$ cat config.mk
export PLATFORM = sky130hd
export DESIGN_NAME = rvex_div
export DESIGN_NICKNAME = d
export VERILOG_FILES = /design/src/hdl/rvex_pkg.sv /design/src/hdl/rvex_div.sv
export SDC_FILE = /design/constraint.sdc
export NUM_CORES = 2
export LEC_CHECK = 0
export BUFFER_PORTS_ARGS = -buffer_cell sky130_fd_sc_hd__clkbuf_2
export CAP_MARGIN = 20
export CORE_AREA = 2 2 599 660
export CTS_BUF_LIST = sky130_fd_sc_hd__clkbuf_8 sky130_fd_sc_hd__clkbuf_16
export DETAILED_ROUTE_END_ITERATION = 10
export DIE_AREA = 0 0 601 662
export SKIP_LAST_GASP = 1
export SLEW_MARGIN = 20
export SYNTH_ARGS = -nofsm -noshare
export SYNTH_HDL_FRONTEND = slang
export SYNTH_SLANG_ARGS = --single-unit
export TNS_END_PERCENT = 20
$ cat constraint.sdc
create_clock -name i_clk -period 4.74 [get_ports i_clk]
set_input_delay 0.948 -clock i_clk [delete_from_list [all_inputs] [get_ports i_clk]]
set_output_delay 0.948 -clock i_clk [all_outputs]
set_load 0.01 [all_outputs]
$ cat src/hdl/rvex_pkg.sv
// Package for the RV32IM execute unit: constants, payload and pipeline types,
// and the base ALU function. No dependencies.
`default_nettype none
package rvex_pkg;

    localparam int XLEN = 32;

    localparam logic [6:0] OPC_LOAD   = 7'h03;
    localparam logic [6:0] OPC_OPIMM  = 7'h13;
    localparam logic [6:0] OPC_AUIPC  = 7'h17;
    localparam logic [6:0] OPC_STORE  = 7'h23;
    localparam logic [6:0] OPC_OP     = 7'h33;
    localparam logic [6:0] OPC_LUI    = 7'h37;
    localparam logic [6:0] OPC_BRANCH = 7'h63;
    localparam logic [6:0] OPC_JALR   = 7'h67;
    localparam logic [6:0] OPC_JAL    = 7'h6F;

    localparam logic [6:0] F7_BASE   = 7'h00;
    localparam logic [6:0] F7_MULDIV = 7'h01;
    localparam logic [6:0] F7_ALT    = 7'h20;

    localparam logic [1:0] MEM_NONE  = 2'd0;
    localparam logic [1:0] MEM_LOAD  = 2'd1;
    localparam logic [1:0] MEM_STORE = 2'd2;

    localparam logic [1:0] SIZE_BYTE = 2'd0;
    localparam logic [1:0] SIZE_HALF = 2'd1;
    localparam logic [1:0] SIZE_WORD = 2'd2;

    typedef enum logic [2:0] {
        SEL_ALU,
        SEL_MUL_LO,
        SEL_MUL_HI,
        SEL_DIV_Q,
        SEL_DIV_R
    } t_res_sel;

    typedef struct packed {
        logic [6:0]         major_opcode;
        logic [2:0]         minor_func;
        logic [6:0]         variant_func;
        logic signed [31:0] src1_value;
        logic signed [31:0] src2_value;
        logic signed [31:0] immediate;
        logic [31:0]        instr_addr;
        logic [31:0]        load_raw;
    } t_exe_in;

    typedef struct packed {
        logic signed [31:0] write_value;
        logic               write_enable;
        logic [31:0]        next_addr;
        logic               branch_taken;
        logic [31:0]        mem_addr;
        logic [31:0]        st_data;
        logic [1:0]         mem_access;
        logic [1:0]         access_size;
        logic               unknown_op;
    } t_exe_out;

    // Result fields plus what the final stage needs to finish a multiply or divide.
    typedef struct packed {
        t_exe_out res;
        t_res_sel sel;
        logic     neg_q;
        logic     neg_r;
        logic     div_zero;
    } t_side;

    function automatic logic [31:0] alu_base(input logic [2:0] f3, input logic alt,
                                             input logic [31:0] a, input logic [31:0] b);
        logic [4:0]  sh;
        logic [31:0] r;
        sh = b[4:0];
        case (f3)
            3'd0:    r = alt ? a - b : a + b;
            3'd1:    r = a << sh;
            3'd2:    r = {31'd0, $signed(a) < $signed(b)};
            3'd3:    r = {31'd0, a < b};
            3'd4:    r = a ^ b;
            3'd5:    r = alt ? 32'($signed(a) >>> sh) : a >> sh;
            3'd6:    r = a | b;
            default: r = a & b;
        endcase
        return r;
    endfunction

endpackage
`default_nettype wire

$ cat src/hdl/rvex_div.sv
// Pipelined restoring divider on unsigned magnitudes, one quotient bit per stage.
// Depends on rvex_pkg for the word width.
`default_nettype none
module rvex_div (
    input  logic                      i_clk,
    input  logic                      i_en,
    input  logic [rvex_pkg::XLEN-1:0] i_dividend,
    input  logic [rvex_pkg::XLEN-1:0] i_divisor,
    output logic [rvex_pkg::XLEN-1:0] o_quot,
    output logic [rvex_pkg::XLEN-1:0] o_rem
);
    localparam int W = rvex_pkg::XLEN;

    logic [W-1:0] r_rem [W];
    logic [W-1:0] r_quo [W];
    logic [W-1:0] r_dvs [W];

    for (genvar s = 0; s < W; s++) begin : g_stage
        logic [W-1:0] rem_in, quo_in, dvs_in, n_rem, n_quo;
        logic [W:0]   trial, diff;
        if (s == 0) begin : g_first
            assign rem_in = '0;
            assign quo_in = i_dividend;
            assign dvs_in = i_divisor;
        end else begin : g_next
            assign rem_in = r_rem[s-1];
            assign quo_in = r_quo[s-1];
            assign dvs_in = r_dvs[s-1];
        end
        always_comb begin
            trial = {rem_in, quo_in[W-1]};
            diff  = trial - {1'b0, dvs_in};
            n_rem = diff[W] ? trial[W-1:0] : diff[W-1:0];
            n_quo = {quo_in[W-2:0], ~diff[W]};
        end
        always_ff @(posedge i_clk) begin
            if (i_en) begin
                r_rem[s] <= n_rem;
                r_quo[s] <= n_quo;
                r_dvs[s] <= dvs_in;
            end
        end
    end

    assign o_quot = r_quo[W-1];
    assign o_rem  = r_rem[W-1];
endmodule
`default_nettype wire

== Yosys cells after proc, flatten, opt, wreduce, memory -nomap -nowiden ==
Memory sizes are Yosys's and may differ from the RTL's.
Index checks and enable logic that the tools add are counted.

* Add/subtract/negate cells: 32
* Mux-type cells: 34
* Bitwise gates (word level): 32

{| class="wikitable"
|+ Operators with widths
! cell !! count
|-
| $mux W32 || 32
|-
| $sub A33 B32 Y33 || 31
|-
| $sub A1 B32 Y33 || 1
|-
| $not A1 Y1 || 32
|-
| $mux W1 || 2
|}

* Register bits after elaboration: 0
* Bits in writable memories: 3072
* Input port bits: 66
* Output and inout port bits: 64
* Word-level logic and storage cells: 101
* Memories kept: 3

{| class="wikitable"
|+ Memory list
! memory !! depth !! width !! read ports !! clocked after Yosys merged registers in !! wr ports !! line !! source
|-
| r_dvs || 32 || 32 || 31 || 0 || 32 || rvex_div.sv:16 || <nowiki>logic [W-1:0] r_dvs [W];</nowiki>
|-
| r_quo || 32 || 32 || 32 || 0 || 32 || rvex_div.sv:15 || <nowiki>logic [W-1:0] r_quo [W];</nowiki>
|-
| r_rem || 32 || 32 || 32 || 0 || 32 || rvex_div.sv:14 || <nowiki>logic [W-1:0] r_rem [W];</nowiki>
|}

== Logic depth before layout (Yosys ltp) ==
An unclocked memory read counts as a cell.

* Depth after elaboration: 3
* Depth in mapped cells: 17
* Gate-level depth less buffers: 14

== Least setup slack after synthesis ==
Ideal clock, no wire load.

* Path type: reg-to-reg
* Start point: mem r_dvs[16][0] (netlist bit)
* End point: mem r_rem[8][56] (netlist bit), data pin
* Library setup time: 0.260 ns
* Arrival: 3.366 ns
* Required time: 4.480 ns
* Setup slack: 1.114 ns
* Stages on the path, launching flop included: 14
* Buffers on the path: 1
* Clock period less this slack: 3.626 ns
* Cell sequence: edfxtp_1 > ha_1 > fa_1 > nand2b_1 > a211o_1 > a21oi_1 > or3b_1 > a21oi_1 > o31ai_1 > o21ai_1 > o31ai_1 > xor2_1 > buf_4 > mux2_2

{| class="wikitable"
|+ RTL lines
! what !! line
|-
| start, declared || rvex_div.sv:16
|-
| end, declared || rvex_div.sv:14
|}

==> impl_metrics.yaml <==
outcome:
  status: "complete, no violations"
clocking:
  ctsHoldBuffers: 0
  h-tree-depth: 5
  clock-sinks: 3040
  clock_latency_ns: 0.96
  cts-root-buf: "clkbuf_16"
  tritoncts: "yes"
  clock_path_buffers: 4
  postCtsSetupBuffers: 0
  cts.clk_slew.worst_paths_ns: 0.06
  cts_resized: 0
  cts_made_buffers: 341
synth:
  synth_flop_cell: "edfxtp_1"
  synth-warning-count: 0
  synthAdderAreaFrac_pct: 8.38
  synth-compound-area-share_pct: 11.7
  synth_top_family_by_area: "compound AO/OA/AOI/OAI gates"
  yosysSeqAreaShare_pct: 58.6
  synth_edf_count: 3040
  synth-simple-area-share_pct: 6.36
  postSynth.asyncResetShare_pct: 0
  synth_mux_area_share_pct: 6.44
  ys_types: 104
  ys_seq_elements: 3040
  syn_area_um2: 156000
  syn-instance-count: 12171
  synth_area_per_cell_um2: 12.8
  synth_xor_area_share_pct: 4.93
timing:
  post-route-period-util_pct: 93.3
  rsz0062_at_grt: "no"
  slew_headroom_pct: 32.2
  fmax_mhz: 226
  fin_tns_setup_ns: 0
  maxSlewViolCount: 0
  setup_viol: 0
  skew_ns: 0.0883
  worstMarginPinSlew_ns: 1.01
  min_period_ns: 4.42
  finalHoldViolCount: 0
setup_path:
  critical_path_arrival_ns: 5.07
  worstSetupStartpointType: "flip-flop"
  criticalPathCategory: "reg -> reg"
  cp.required_ns: 5.38
  cp_max_fo: 3
  critPathCaptureType: "flip-flop"
routing:
  ant_nets: 0
  drc_errors: 0
  drt_iter0_markers: 4798
  dr.pass1.iters: 6
  routed_wl_mm: 335
  vias: 93240
  drt-vias-per-instance: 5.16
  post_drt_wl_per_cell_um: 18.6
place:
  gp_routability_congestion: 0.956
  placed_area_um2: 164000
  port_buffers: 129
  detailed_place_hpwl_mm: 251
floorplan:
  die_area_um2: 398000
  rows: 241
  io_pins: 130
  start_util_pct: 39.9
  die_w_um: 601
  dieHeight_um: 662
  core_area_um2: 391000
grt:
  grt_start_max_net_pins: 137
  grt_pass1_vias: 95400
  track_usage_pct: 16.5
  grt_remaining_overflow: 0
  grt_pass1_wl_mm: 521
  antenna_found_initial: 3
worst_hold_path:
  hp-class: "in -> reg"
run:
  max_cap_viol_count: 0
finish:
  fin_area_um2: 176000
  final_cell_mix: "edfxtp_1 (3040), inv_1 (1290), ha_1 (994)"
  drive_gt1_share_pct: 13.2
  syn_to_final_growth_pct: 12.6
  nets: 13679
  final_common_cell: "edfxtp_1"
power:
  p_leak_nw: 70.5
  peakVddDrop_v: 0.000586
  powerDensity_nw_per_um2: 737
-- stage by stage --
| step | util, % | total power, W | setup slack (ns) | hold WS, ns | std cells |
|---|---|---|---|---|---|
| detailed placement | 42.0 | 0.103 | 0.330 | 0.405 | 17469 |
| global route | 44.9 | 0.138 | 0.118 | 0.137 | 18075 |
| global placement | 42.0 | 0.102 | 0.342 | 0.400 | 17469 |
| floorplan | - | 0.0873 | 1.11 | 0.400 | 12185 |
| finish | 44.9 | 0.129 | 0.316 | 0.189 | 18075 |
| CTS | 44.9 | 0.131 | 0.304 | 0.0971 | 18073 |
-- power by group --
part | internal (W) | switching, W | leakage [nW]
clock | 0.0157 | 0.0110 | 5.70
combinational | 0.0285 | 0.0304 | 35.0
sequential | 0.0395 | 0.00417 | 29.8
-- registers in the layout (all words and copies together), names as in the netlist --
signal,count
r_quo,1024
r_dvs,992
r_rem,1024
-- path summary, 6_finish.rpt --
check	start	endpoint	slack, ns	depth (start not counted)
min	i_dividend[12]	r_quo[0][13]$_DFFE_PP_	0.19	1
max	r_dvs[10][1]$_DFFE_PP_	r_rem[5][63]$_DFFE_PP_	0.32	12
max reg2reg	r_dvs[10][1]$_DFFE_PP_	r_rem[5][63]$_DFFE_PP_	0.32	12
min reg2reg	r_quo[2][131]$_DFFE_PP_	r_quo[2][164]$_DFFE_PP_	0.36	0
-- final cells by class --
type                       count  area (um2)
fill                       35386      216000
antenna                        2        5.00
timing repair buffer         288        2500
tap                         5224        6540
multi-input combinational   7679       59300
inverter                    1238        4660
sequential                  3040       91300
clock inverter               260        2670
clock buffer                 344        8610
-- Yosys cell counts, types with 18 or more instances --
cell / count / area, um2
and3_1: 91 / 569
a41oi_1: 21 / 184
nor2b_1: 165 / 1030
a21boi_0: 21 / 158
a311oi_1: 23 / 201
clkbuf_1: 143 / 537
inv_1: 1235 / 4640
xor2_1: 322 / 2820
or3_1: 30 / 188
a211oi_1: 54 / 405
and4_1: 23 / 201
a211o_1: 24 / 210
fa_1: 31 / 621
a21oi_1: 868 / 4340
nor2_1: 559 / 2100
a221o_1: 24 / 240
o21bai_1: 93 / 698
a221oi_1: 18 / 158
xnor2_1: 552 / 4830
o21ai_1: 18 / 90.1
o2111ai_1: 28 / 245
nand2b_1: 121 / 757
o21a_1: 123 / 923
and2_1: 45 / 282
o31ai_1: 78 / 586
o31a_1: 27 / 236
ha_1: 994 / 12400
nand2_1: 547 / 2050
edfxtp_1: 3040 / 91300
a31o_2: 31 / 272
nor3_1: 97 / 485
buf_2: 71 / 355
nand4_1: 111 / 694
nor3b_1: 20 / 150
o21ai_0: 514 / 2570
mux2_2: 787 / 8860
a31oi_1: 125 / 782
mux2i_1: 79 / 791
o211ai_1: 49 / 368
nand3_1: 155 / 776
a21o_1: 506 / 3800
or2_2: 28 / 175
-- layer usage --
layer,up-vias,global-route usage [%],part of all wire (%)
li1,46032,-,-
met1,45014,16.0,36
met2,1417,33.1,55
met3,777,2.07,2.8
met4,0,9.34,6.2
met5,-,0,0
-- worst max-delay path, cell delays in order (launching register included) --
cell,delay [ns]
edfxtp_1,0.72
inv_1,0.10
ha_1,0.29
nor2b_1,0.14
o31a_1,0.29
o41ai_1,0.47
o21ai_1,0.27
a311o_1,0.47
a21oi_1,0.31
a311oi_1,0.26
a31oi_1,0.39
nor4b_1,0.31
o41ai_1,0.10
-- kinds of logic after synthesis --
logic type / count (synthesis)
adders and majority gates: 1025
DFF: 3040
AOI/OAI and AO/OA: 2820
other: 1
buffers and inverters: 1466
xor gates and xnor gates: 876
and+or+nand+nor: 2048
muxes: 895
Power figures use the tool's default switching activity.
